==> src/design/assert_macros.svh <==
// ----------------------------------------------------------------------------
// Assertion macros
// Shared concurrent assertion forms for the summarizer RTL.
// ----------------------------------------------------------------------------
`ifndef ASSERT_MACROS_SVH
`define ASSERT_MACROS_SVH
`ifndef SYNTH
// Assertion sampled on clk, held off while rst is high
`define MSC_ASSERT(lbl, clk, rst, prop) \
  lbl: assert property (@(posedge clk) disable iff (rst) prop) \
    else $error("msm_cnr assertion failed");
// Assertion sampled on clk at every edge, reset included
`define MSC_ASSERT_ALWAYS(lbl, clk, prop) \
  lbl: assert property (@(posedge clk) prop) \
    else $error("msm_cnr assertion failed");
`else
`define MSC_ASSERT(lbl, clk, rst, prop)
`define MSC_ASSERT_ALWAYS(lbl, clk, prop)
`endif
`endif

==> src/design/msm_cnr_pkg.sv <==
// ----------------------------------------------------------------------------
// msm_cnr_pkg
// Shared types, constants and helpers of the MSM CNR summarizer.
// ----------------------------------------------------------------------------
`default_nettype none
package msm_cnr_pkg;

  localparam int unsigned BitsPerByte = 8;
  localparam int unsigned SumW        = 21;
  localparam int unsigned OutW        = 56;

  localparam logic [7:0]  Preamble  = 8'hD3;
  localparam logic [11:0] TypeMin   = 12'd1071;
  localparam logic [11:0] TypeMax   = 12'd1127;
  localparam logic [11:0] TypeBase  = 12'd1070;

  // Result status codes
  localparam logic [2:0] ST_OK        = 3'd0;
  localparam logic [2:0] ST_BAD_FRAME = 3'd1;
  localparam logic [2:0] ST_BAD_CRC   = 3'd2;
  localparam logic [2:0] ST_BAD_TYPE  = 3'd3;
  localparam logic [2:0] ST_BAD_MSM   = 3'd4;
  localparam logic [2:0] ST_TRUNC     = 3'd5;

  // Controller to datapath commands
  typedef struct packed {
    logic load;
    logic step;
    logic div_init;
    logic div_step;
    logic finish;
  } dp_cmd_t;

  // Datapath to controller status
  typedef struct packed {
    logic take_bits;
    logic adv_pend;
    logic last;
  } dp_sts_t;

  // Advance CRC-24Q by one byte, MSB first
  function automatic logic [23:0] crc_byte(input logic [23:0] c, input logic [7:0] b);
    logic [23:0] r;
    r = c ^ {b, 16'h0000};
    for (int i = 0; i < 8; i++) begin
      r = {r[22:0], 1'b0} ^ (r[23] ? 24'h864CFB : 24'h000000);
    end
    return r;
  endfunction

  function automatic logic type_in_range(input logic [11:0] t);
    return (t >= TypeMin) && (t <= TypeMax);
  endfunction

  // Returns {is_msm7, is_msm4}; both low when out of range
  function automatic logic [1:0] type_class(input logic [11:0] t);
    logic [11:0] d;
    logic [5:0]  v;
    d = t - TypeBase;
    v = d[5:0];
    for (int i = 0; i < 5; i++) begin
      if (v >= 6'd10) v = v - 6'd10;
    end
    return {type_in_range(t) && (v == 6'd7), type_in_range(t) && (v == 6'd4)};
  endfunction

endpackage
`default_nettype wire

==> src/design/msm_mean_cnr_summarizer.sv <==
// ----------------------------------------------------------------------------
// msm_mean_cnr_summarizer
// Parses one MSM4/MSM7 correction frame per run of bytes and reports its
// status, header and mean CNR.
// ----------------------------------------------------------------------------
//  channel | dir | fields
//  s_*     | in  | tdata[7:0] frame byte, tlast last byte of frame
//  m_*     | out | tdata status, msg_type, station_id, sat_count, sig_count,
//          |     | mean_cnr
//
// Each byte is loaded and then, if it is payload, walked bit by bit; the
// walker also takes a step into each field group it enters, empty or not
// (at most 6 in a byte). After the final byte come 21 serial divider steps
// and one capture; the next cycle offers the result from its own register.
// Capture waits while the previous result is still held by m_tready low.
// rst synchronously clears the controller and the frame state.
// ----------------------------------------------------------------------------
`default_nettype none
module msm_mean_cnr_summarizer (
  input  wire logic        clk,
  input  wire logic        rst,
  input  wire logic        s_tvalid,
  output logic             s_tready,
  input  wire logic [7:0]  s_tdata,   // data_byte[7:0]
  input  wire logic        s_tlast,   // last_byte
  output logic             m_tvalid,
  input  wire logic        m_tready,
  // status[2:0], msg_type[14:3], station_id[26:15], sat_count[33:27],
  // sig_count[39:34], mean_cnr[55:40]
  output logic [55:0]      m_tdata
);

  msm_cnr_pkg::dp_cmd_t cmd;
  msm_cnr_pkg::dp_sts_t sts;

  msm_cnr_ctrl u_ctrl (
    .clk      (clk),
    .rst      (rst),
    .s_tvalid (s_tvalid),
    .s_tready (s_tready),
    .m_tvalid (m_tvalid),
    .m_tready (m_tready),
    .cmd      (cmd),
    .sts      (sts)
  );

  msm_cnr_dp u_dp (
    .clk       (clk),
    .rst       (rst),
    .cmd       (cmd),
    .sts       (sts),
    .data_byte (s_tdata),
    .last_byte (s_tlast),
    .result    (m_tdata)
  );

endmodule
`default_nettype wire

==> src/design/msm_cnr_dp.sv <==
// ----------------------------------------------------------------------------
// msm_cnr_dp
// Datapath: byte checks, CRC, bit-serial field walker, CNR sum and divider.
// ----------------------------------------------------------------------------
`default_nettype none
module msm_cnr_dp (
  input  wire logic                        clk,
  input  wire logic                        rst,
  input  wire msm_cnr_pkg::dp_cmd_t        cmd,
  output msm_cnr_pkg::dp_sts_t             sts,
  input  wire logic [7:0]                  data_byte,
  input  wire logic                        last_byte,
  output logic [msm_cnr_pkg::OutW-1:0]     result
);

  typedef enum logic [3:0] {
    PH_IDLE, PH_TYPE, PH_STATION, PH_HDRSKIP, PH_SATMASK, PH_SIGMASK,
    PH_CELLMASK, PH_SATDATA, PH_CELLSKIP, PH_CNR, PH_TAIL, PH_DONE, PH_STOP
  } phase_t;

  logic [10:0] byte_index;
  logic [9:0]  payload_length;
  logic [23:0] crc_register, received_crc;
  phase_t      phase;
  logic [17:0] bits_to_go;
  logic [11:0] field_shift, type_seen, station_seen;
  logic [6:0]  sats_found;
  logic [5:0]  sigs_found;
  logic [11:0] cells_found, cells_read;
  logic [msm_cnr_pkg::SumW-1:0] cnr_sum;
  logic        error_code, msm7, adv_pend, take_bits, last_q;
  logic [7:0]  byte_sr;
  logic [msm_cnr_pkg::SumW-1:0] quot;
  logic [11:0] rem;
  logic [2:0]  o_status;
  logic [11:0] o_type, o_station;
  logic [6:0]  o_sats;
  logic [5:0]  o_sigs;
  logic [15:0] o_mean;

  // Byte-level decode
  logic [9:0]  pl_new;
  logic [10:0] idx_next, crc_end, frame_end;
  logic        in_crc, in_rcrc, take_new;

  always_comb begin
    pl_new = payload_length;
    if (byte_index == 11'd1) pl_new = {data_byte[1:0], 8'h00};
    else if (byte_index == 11'd2) pl_new = {payload_length[9:8], data_byte};
    crc_end   = {1'b0, pl_new} + 11'd3;
    frame_end = {1'b0, pl_new} + 11'd6;
    in_crc    = byte_index < crc_end;
    in_rcrc   = !in_crc && (byte_index < frame_end);
    take_new  = in_crc && (byte_index >= 11'd3);
    idx_next  = (byte_index == 11'h7FF) ? byte_index : byte_index + 11'd1;
  end

  // Bit step decode
  logic        bit_in, bit_live;
  logic [11:0] fs_shift;
  logic [17:0] btg_dec;
  logic [1:0]  cls_new;
  logic [12:0] cnr7;
  logic [9:0]  cnr_add;
  logic [11:0] cr_inc;

  always_comb begin
    bit_in   = byte_sr[7];
    bit_live = (phase >= PH_TYPE) && (phase < PH_DONE) && (bits_to_go != 18'd0);
    fs_shift = {field_shift[10:0], bit_in};
    btg_dec  = bits_to_go - 18'd1;
    cls_new  = msm_cnr_pkg::type_class(fs_shift);
    cnr7     = {3'b000, fs_shift[9:0]} * 13'd5;
    cnr_add  = msm7 ? cnr7[12:3] : ({4'b0000, fs_shift[5:0]} * 10'd10);
    cr_inc   = cells_read + 12'd1;
  end

  // Length of the next phase for the advance step
  phase_t      p_inc;
  logic [17:0] len_inc;

  always_comb begin
    p_inc = phase_t'(phase + 4'd1);
    case (p_inc)
      PH_TYPE, PH_STATION: len_inc = 18'd12;
      PH_HDRSKIP:  len_inc = 18'd49;
      PH_SATMASK:  len_inc = 18'd64;
      PH_SIGMASK:  len_inc = 18'd32;
      PH_CELLMASK: len_inc = {5'd0, {6'd0, sats_found} * {7'd0, sigs_found}};
      PH_SATDATA:  len_inc = {5'd0, {6'd0, sats_found} * (msm7 ? 13'd36 : 13'd18)};
      PH_CELLSKIP: len_inc = {6'd0, cells_found} * (msm7 ? 18'd55 : 18'd42);
      PH_CNR:      len_inc = (cells_found == 12'd0) ? 18'd0 : (msm7 ? 18'd10 : 18'd6);
      PH_TAIL:     len_inc = msm7 ? {6'd0, cells_found} * 18'd15 : 18'd0;
      default:     len_inc = 18'd0;
    endcase
  end

  // Frame state, cleared on reset and after each result
  always_ff @(posedge clk) begin
    if (rst || cmd.finish) begin
      byte_index <= '0; payload_length <= '0; crc_register <= '0;
      received_crc <= '0; phase <= PH_IDLE; bits_to_go <= '0;
      field_shift <= '0; type_seen <= '0; station_seen <= '0;
      sats_found <= '0; sigs_found <= '0; cells_found <= '0;
      cells_read <= '0; cnr_sum <= '0; error_code <= 1'b0; msm7 <= 1'b0;
      adv_pend <= 1'b0; take_bits <= 1'b0; last_q <= 1'b0;
    end else if (cmd.load) begin
      byte_index     <= idx_next;
      payload_length <= pl_new;
      take_bits      <= take_new;
      last_q         <= last_byte;
      if (in_crc) crc_register <= msm_cnr_pkg::crc_byte(crc_register, data_byte);
      if (in_rcrc) received_crc <= {received_crc[15:0], data_byte};
      if (byte_index == 11'd0) begin
        error_code  <= data_byte != msm_cnr_pkg::Preamble;
        phase       <= PH_TYPE;
        bits_to_go  <= 18'd12;
        field_shift <= '0;
      end
    end else if (cmd.step) begin
      if (adv_pend) begin
        // Skip over empty phases one per cycle
        phase      <= p_inc;
        bits_to_go <= len_inc;
        if (len_inc != 18'd0 || p_inc == PH_DONE) adv_pend <= 1'b0;
      end else if (bit_live) begin
        field_shift <= fs_shift;
        bits_to_go  <= btg_dec;
        if (phase == PH_SATMASK) sats_found <= sats_found + {6'd0, bit_in};
        if (phase == PH_SIGMASK) sigs_found <= sigs_found + {5'd0, bit_in};
        if (phase == PH_CELLMASK) cells_found <= cells_found + {11'd0, bit_in};
        if (btg_dec == 18'd0) begin
          field_shift <= '0;
          case (phase)
            PH_TYPE: begin
              type_seen <= fs_shift;
              msm7      <= cls_new[1];
              if (cls_new == 2'b00) phase <= PH_STOP;
              else adv_pend <= 1'b1;
            end
            PH_STATION: begin
              station_seen <= fs_shift;
              adv_pend     <= 1'b1;
            end
            PH_CNR: begin
              cnr_sum    <= cnr_sum + {11'd0, cnr_add};
              cells_read <= cr_inc;
              if (cr_inc < cells_found) bits_to_go <= msm7 ? 18'd10 : 18'd6;
              else adv_pend <= 1'b1;
            end
            default: adv_pend <= 1'b1;
          endcase
        end
      end
    end
  end

  // Byte shifter for the bit walker
  always_ff @(posedge clk) begin
    if (cmd.load) byte_sr <= data_byte;
    else if (cmd.step && !adv_pend) byte_sr <= {byte_sr[6:0], 1'b0};
  end

  // Restoring divide, one quotient bit a cycle
  logic [12:0] trial;
  logic        fits;

  always_comb begin
    trial = {rem, quot[msm_cnr_pkg::SumW-1]};
    fits  = trial >= {1'b0, cells_found};
  end

  always_ff @(posedge clk) begin
    if (cmd.div_init) begin
      quot <= cnr_sum;
      rem  <= '0;
    end else if (cmd.div_step) begin
      quot <= {quot[msm_cnr_pkg::SumW-2:0], fits};
      rem  <= fits ? 12'(trial - {1'b0, cells_found}) : trial[11:0];
    end
  end

  // Final status, first fault wins
  logic [2:0]  status_c;
  logic [1:0]  cls_fin;

  always_comb begin
    cls_fin = msm_cnr_pkg::type_class(type_seen);
    if (error_code || byte_index != {1'b0, payload_length} + 11'd6)
      status_c = msm_cnr_pkg::ST_BAD_FRAME;
    else if (crc_register != received_crc)
      status_c = msm_cnr_pkg::ST_BAD_CRC;
    else if (phase <= PH_TYPE || !msm_cnr_pkg::type_in_range(type_seen))
      status_c = msm_cnr_pkg::ST_BAD_TYPE;
    else if (cls_fin == 2'b00)
      status_c = msm_cnr_pkg::ST_BAD_MSM;
    else if (phase != PH_DONE)
      status_c = msm_cnr_pkg::ST_TRUNC;
    else
      status_c = msm_cnr_pkg::ST_OK;
  end

  // Capture the result
  always_ff @(posedge clk) begin
    if (cmd.finish) begin
      o_status <= status_c;
      if (status_c == msm_cnr_pkg::ST_OK) begin
        o_type    <= type_seen;
        o_station <= station_seen;
        o_sats    <= sats_found;
        o_sigs    <= sigs_found;
        o_mean    <= (cells_found == 12'd0) ? 16'hFFFF : quot[15:0];
      end else begin
        o_type <= '0; o_station <= '0; o_sats <= '0; o_sigs <= '0; o_mean <= '0;
      end
    end
  end

  assign result = {o_mean, o_sigs, o_sats, o_station, o_type, o_status};
  assign sts    = '{take_bits: take_bits, adv_pend: adv_pend, last: last_q};

endmodule
`default_nettype wire

==> src/design/msm_cnr_ctrl.sv <==
// ----------------------------------------------------------------------------
// msm_cnr_ctrl
// Controller: sequences byte load, bit walk, divide and result handoff.
// ----------------------------------------------------------------------------
`default_nettype none
`include "assert_macros.svh"
module msm_cnr_ctrl (
  input  wire logic                 clk,
  input  wire logic                 rst,
  input  wire logic                 s_tvalid,
  output logic                      s_tready,
  output logic                      m_tvalid,
  input  wire logic                 m_tready,
  output msm_cnr_pkg::dp_cmd_t      cmd,
  input  wire msm_cnr_pkg::dp_sts_t sts
);

  typedef enum logic [3:0] {
    S_IDLE = 4'b0001,
    S_BITS = 4'b0010,
    S_DIV  = 4'b0100,
    S_FIN  = 4'b1000
  } state_t;

  state_t      state, state_next;
  logic [3:0]  bit_cnt, bit_cnt_next;
  logic [4:0]  div_cnt, div_cnt_next;
  logic        out_valid, out_valid_next;
  logic        bits_left;

  // Next state and commands
  always_comb begin
    state_next     = state;
    bit_cnt_next   = bit_cnt;
    div_cnt_next   = div_cnt;
    out_valid_next = out_valid && !m_tready;
    cmd            = '0;
    s_tready       = 1'b0;
    m_tvalid       = out_valid;
    bits_left      = sts.take_bits && (bit_cnt != 4'(msm_cnr_pkg::BitsPerByte));
    case (state)
      S_IDLE: begin
        s_tready = 1'b1;
        if (s_tvalid) begin
          cmd.load     = 1'b1;
          bit_cnt_next = '0;
          state_next   = S_BITS;
        end
      end
      S_BITS: begin
        if (sts.adv_pend || bits_left) begin
          cmd.step = 1'b1;
          if (!sts.adv_pend) bit_cnt_next = bit_cnt + 4'd1;
        end else if (sts.last) begin
          cmd.div_init = 1'b1;
          div_cnt_next = '0;
          state_next   = S_DIV;
        end else begin
          state_next = S_IDLE;
        end
      end
      S_DIV: begin
        cmd.div_step = 1'b1;
        div_cnt_next = div_cnt + 5'd1;
        if (div_cnt == 5'(msm_cnr_pkg::SumW - 1)) state_next = S_FIN;
      end
      S_FIN: begin
        // Capture once the output register is free or being emptied
        if (!out_valid || m_tready) begin
          cmd.finish     = 1'b1;
          out_valid_next = 1'b1;
          state_next     = S_IDLE;
        end
      end
      default: state_next = S_IDLE;
    endcase
  end

  // Hold state and counters
  always_ff @(posedge clk) begin
    if (rst) begin
      state     <= S_IDLE;
      bit_cnt   <= '0;
      div_cnt   <= '0;
      out_valid <= 1'b0;
    end else begin
      state     <= state_next;
      bit_cnt   <= bit_cnt_next;
      div_cnt   <= div_cnt_next;
      out_valid <= out_valid_next;
    end
  end

  `MSC_ASSERT(a_out_hold, clk, rst, m_tvalid && !m_tready |=> m_tvalid)
  `MSC_ASSERT(a_finish_shows, clk, rst, cmd.finish |=> m_tvalid)
  `MSC_ASSERT(a_finish_free, clk, rst, cmd.finish |-> (!m_tvalid || m_tready))
  `MSC_ASSERT(a_bit_cnt_bound, clk, rst, (state == S_BITS) |-> (bit_cnt <= 4'd8))
  `MSC_ASSERT(a_div_cnt_bound, clk, rst, (state == S_DIV) |-> (div_cnt <= 5'd20))

endmodule
`default_nettype wire

==> config.mk <==
export PLATFORM = sky130hd
export DESIGN_NAME = msm_mean_cnr_summarizer
export DESIGN_NICKNAME = d
export VERILOG_FILES = /design/src/design/msm_cnr_pkg.sv /design/src/design/msm_mean_cnr_summarizer.sv /design/src/design/msm_cnr_dp.sv /design/src/design/msm_cnr_ctrl.sv
export VERILOG_INCLUDE_DIRS = /design/src /design/src/design
export SDC_FILE = /design/constraint.sdc
export NUM_CORES = 1
export LEC_CHECK = 0
export ABC_AREA = 1
export BUFFER_PORTS_ARGS = -buffer_cell sky130_fd_sc_hd__buf_2
export CAP_MARGIN = 25
export CORE_ASPECT_RATIO = 1.75
export CORE_MARGIN = 4
export CORE_UTILIZATION = 50
export DETAILED_ROUTE_END_ITERATION = 8
export HOLD_SLACK_MARGIN = 0.1
export PLACE_DENSITY = 0.69
export SLEW_MARGIN = 20
export SYNTH_ARGS = -nofsm -noshare
export SYNTH_HDL_FRONTEND = slang
export SYNTH_SLANG_ARGS = --single-unit
==> constraint.sdc <==
create_clock -name clk -period 5.2 [get_ports clk]
set_input_delay 1.04 -clock clk [delete_from_list [all_inputs] [get_ports clk]]
set_output_delay 1.04 -clock clk [all_outputs]
set_load 0.005 [all_outputs]
==> summary.md <==
The flow ran to the end, and the final reports show no timing, DRC or antenna violations. The number of synthesized flops with an enable pin is 85, and the number of top-level design ports is 71. Row generation in the floorplan step produced 104 rows.

The average detailed-routed wire length per instance was 16.66 µm; the standard cell core area was 0.04606 mm². By count the netlist is led by nand2_1, inv_1, nor2_1. The run gives 29.49% as the post-synthesis sequential area ratio.

Along the worst path, the maximum fanout reaches 11. The first-pass GRT wire length is 102.3 mm. The final standard cell utilization of the core is 56.10%. The tool flagged a number of max-cap violations equal to 0.

The number of buffers inserted by port buffering works out to 70. Headroom to the max-slew limit came out at 31.43%. The tools report the number of H-tree levels as 1.

For this run, the detailed router's first-pass iteration total came to 5. The floorplan die area is 0.05015 mm², and the antenna diode count is 0. With fillers left out, the area of the finished cells amounts to 0.02584 mm². Power density over the cells: 334.5 mW/mm². The tools report the total area of multi-input combinational cells as 0.01439 mm². The worst hold path belongs to the class reg2reg.

The count of final max-slew check failures is 0, and the area share of the largest cell type after synthesis is 18.51%. For the pin with the worst max-slew slack, the measured transition is 1.026 ns. For this run, the number of Yosys warnings is 0.

Yosys attributes the largest share of cell area to dfxtp_1, edfxtp_1, ha_1, nand2_1, fa_1. Cells with a size suffix above 1 make up 9.844% of the layout. The worst setup path is captured at a flop.

STA puts the critical path data arrival time at 5.32 ns. The iteration-0 DRC count of the detailed router is 923, and the clock buffer count from CTS is 30. The worst hold path was traced through 2 stages. The worst path in the final design needs a cycle of 4.843 ns, including I/O delays and setup.

After legalization and detailed placement, the total HPWL measured 50.31 mm. By instance count, the cell type seen most on the critical path is nand2_1. STA classifies the critical path startpoint as a flop. The number of buffers added to fix hold violations after cts was 0. Yosys instantiated no cell more often than nand2_1.

The area added between synthesis and finish was 11.15%. The logs give 0 for the number of setup violations in the final report and 0.02470 mm² for the cell area after placement. Summing all flip-flop and latch instances after layout gives 0.006873 mm².

Final clock skew: 0.02546 ns. The number of antenna violations at the first check in global routing is 1, and the pin count of the biggest net entering global routing is 108. The slowest stage of the critical path is the fa_1 cell.

Clock-pin slew was measured on the worst setup and hold paths at 0.07 ns. Hold violation count in the final report: 0. The tools report the total clock sinks as 300. Derived from the worst setup path, the maximum achievable clock frequency is 206.5 MHz. The worst stage delay on the critical path is 0.54 ns, and the flip-flop and latch count after synthesis is 300. Floorplan die height: 293.3 µm. The worst register-to-register path has a depth of 29.

The logs give 63.18 mm for the total detailed-routing wirelength and 3070 for the number of standard cells after synthesis. The total via count in the routed design is 20650. Mean instance size in the synthesized netlist: 7.573 µm². Counting flops with an async set or reset pin after synthesis yields a share of 0%. The tools report the number of global-route vias before repair as 21100.

TritonCTS built the clock tree. The tools report the residual antenna-violating net count after detailed routing as 0. The synthesized netlist contains 65 unique library cells. In the global route stage, overall resource usage came out at 24.93%. Fill cells in the final layout number 4348. The via density per instance works out to 5.445.

The share of the cycle needed by the critical path after routing works out to 93.14%. By startpoint and endpoint, the worst setup path is classified as reg2reg. The global-route congestion overflow total is 0, and the worst-case clock buffer depth is 3. The tools report the static leakage as 0.01224 µW. The synthesized design spends more area on one cell type than any other, namely dfxtp_1. On the final layout, the worst hold slack is 0.4539 ns.

The horizontal die dimension came out at 171.0 µm. Setup repair after global routing could not meet its margin everywhere. The most used flip-flop cell after synthesis is dfxtp_1. The number of DRC violations after detailed routing came out at 0. The later-pin clock latency in the skew report is 0.60 ns, and the cell area after technology mapping is 0.02325 mm².

At the worst endpoint, the required time is 5.67 ns. In this run the clock root is driven by a clkbuf_16. The tools report the starting utilization of the core area as 50.47%. The final estimated routing congestion in global placement was 0.9483; the final net count was 3496.

The maximum VDD drop came out at 0.4989 mV.
[through the flow]
stage | worst slack [ns] | total power, µW | std cells | TNS (ns)
after floorplan | 0.2793 | 5496 | 3085 | 0
after global placement | 0.1263 | 6270 | 3734 | 0
after detailed placement | 0.09794 | 6359 | 3734 | 0
after CTS | 0.07526 | 8699 | 3790 | 0
after global routing | -0.09198 | 9235 | 3793 | -0.09198
final | 0.3567 | 8644 | 3793 | 0
[placed cells by master (no fill, tap or decap), types with 17 or more instances in the layout]
master / count
buf_2: 70
nand4_1: 40
nand2_2: 17
clkbuf_16: 31
xnor2_1: 43
buf_4: 84
xor2_1: 117
edfxtp_1: 85
nor3_1: 54
nand2_1: 523
o21ai_0: 240
ha_1: 201
nand3_1: 105
a21oi_1: 240
conb_1: 17
nor2_1: 321
fa_1: 95
inv_1: 451
dfxtp_1: 204
[path summary, 6_finish.rpt]
kind,start,end,slack [ns]
worst max-delay path,u_dp.msm7,u_dp.adv_pend,0.36
worst min-delay path,u_dp.station_seen[8],u_dp.station_seen[8],0.45
worst max register to register,u_dp.msm7,u_dp.adv_pend,0.36
worst min register to register,u_dp.station_seen[8],u_dp.station_seen[8],0.45
[layout make-up]
class / count / area share, %
multi-input cells: 2228 / 55.67
flip-flops and latches: 300 / 26.60
inverters: 469 / 6.817
repair buffers: 157 / 4.028
clock buffers: 36 / 3.113
well taps: 583 / 2.823
clock inverters: 20 / 0.9538
[critical path, delay by kind of cell, from the launching register on]
kind / cells / cell delay (ns)
buf+inv: 3 / 0.20
compound gates: 7 / 0.85
simple gates: 15 / 1.48
flops: 1 / 0.38
fa+ha+maj: 4 / 1.81
[per-layer routing]
metal | share of wire, % | track usage (%)
met2 | 53 | 47.82
met4 | 7.6 | 15.66
met5 | 0.024 | 0
met1 | 36 | 25.03
met3 | 3.5 | 2.598
[kinds of logic after synthesis]
logic type                 after synthesis  share of synthesized area (%)
AOI/OAI and AO/OA                      606                          14.49
xor gates and xnor gates               162                          6.216
adders and majority gates              297                          19.05
buffers and inverters                  557                          9.132
DFF                                    300                          29.49
other                                    2                        0.03230
and+or+nand+nor                       1146                          21.59
[flip-flops by register name, indices dropped and copies added, names as in the netlist, 7 cells and up]
signal,cells
u_dp.rem,12
u_dp.byte_index,11
u_dp.o_mean,16
u_dp.o_station,12
u_dp.o_type,12
u_dp.cells_found,12
u_dp.payload_length,10
u_dp.type_seen,12
u_dp.quot,21
u_dp.station_seen,12
u_dp.crc_register,24
u_dp.cells_read,12
u_dp.o_sats,7
u_dp.byte_sr,8
u_dp.sats_found,7
u_dp.cnr_sum,21
u_dp.bits_to_go,18
u_dp.received_crc,24
u_dp.field_shift,11
[power breakdown]
part	leakage (µW)	total, µW	switching [µW]	internal, µW
registers	0.00244	2730	167	2570
logic	0.00931	3600	2320	1280
clock network	0.000497	2310	993	1320
total	0.0122	8640	3480	5170
[what timing repair did]
item                       4_1_cts  5_1_grt
setup endpoints to repair        0       18
resized for setup                0       27
setup buffers                    0        2
(Power assumes the default switching activity.)
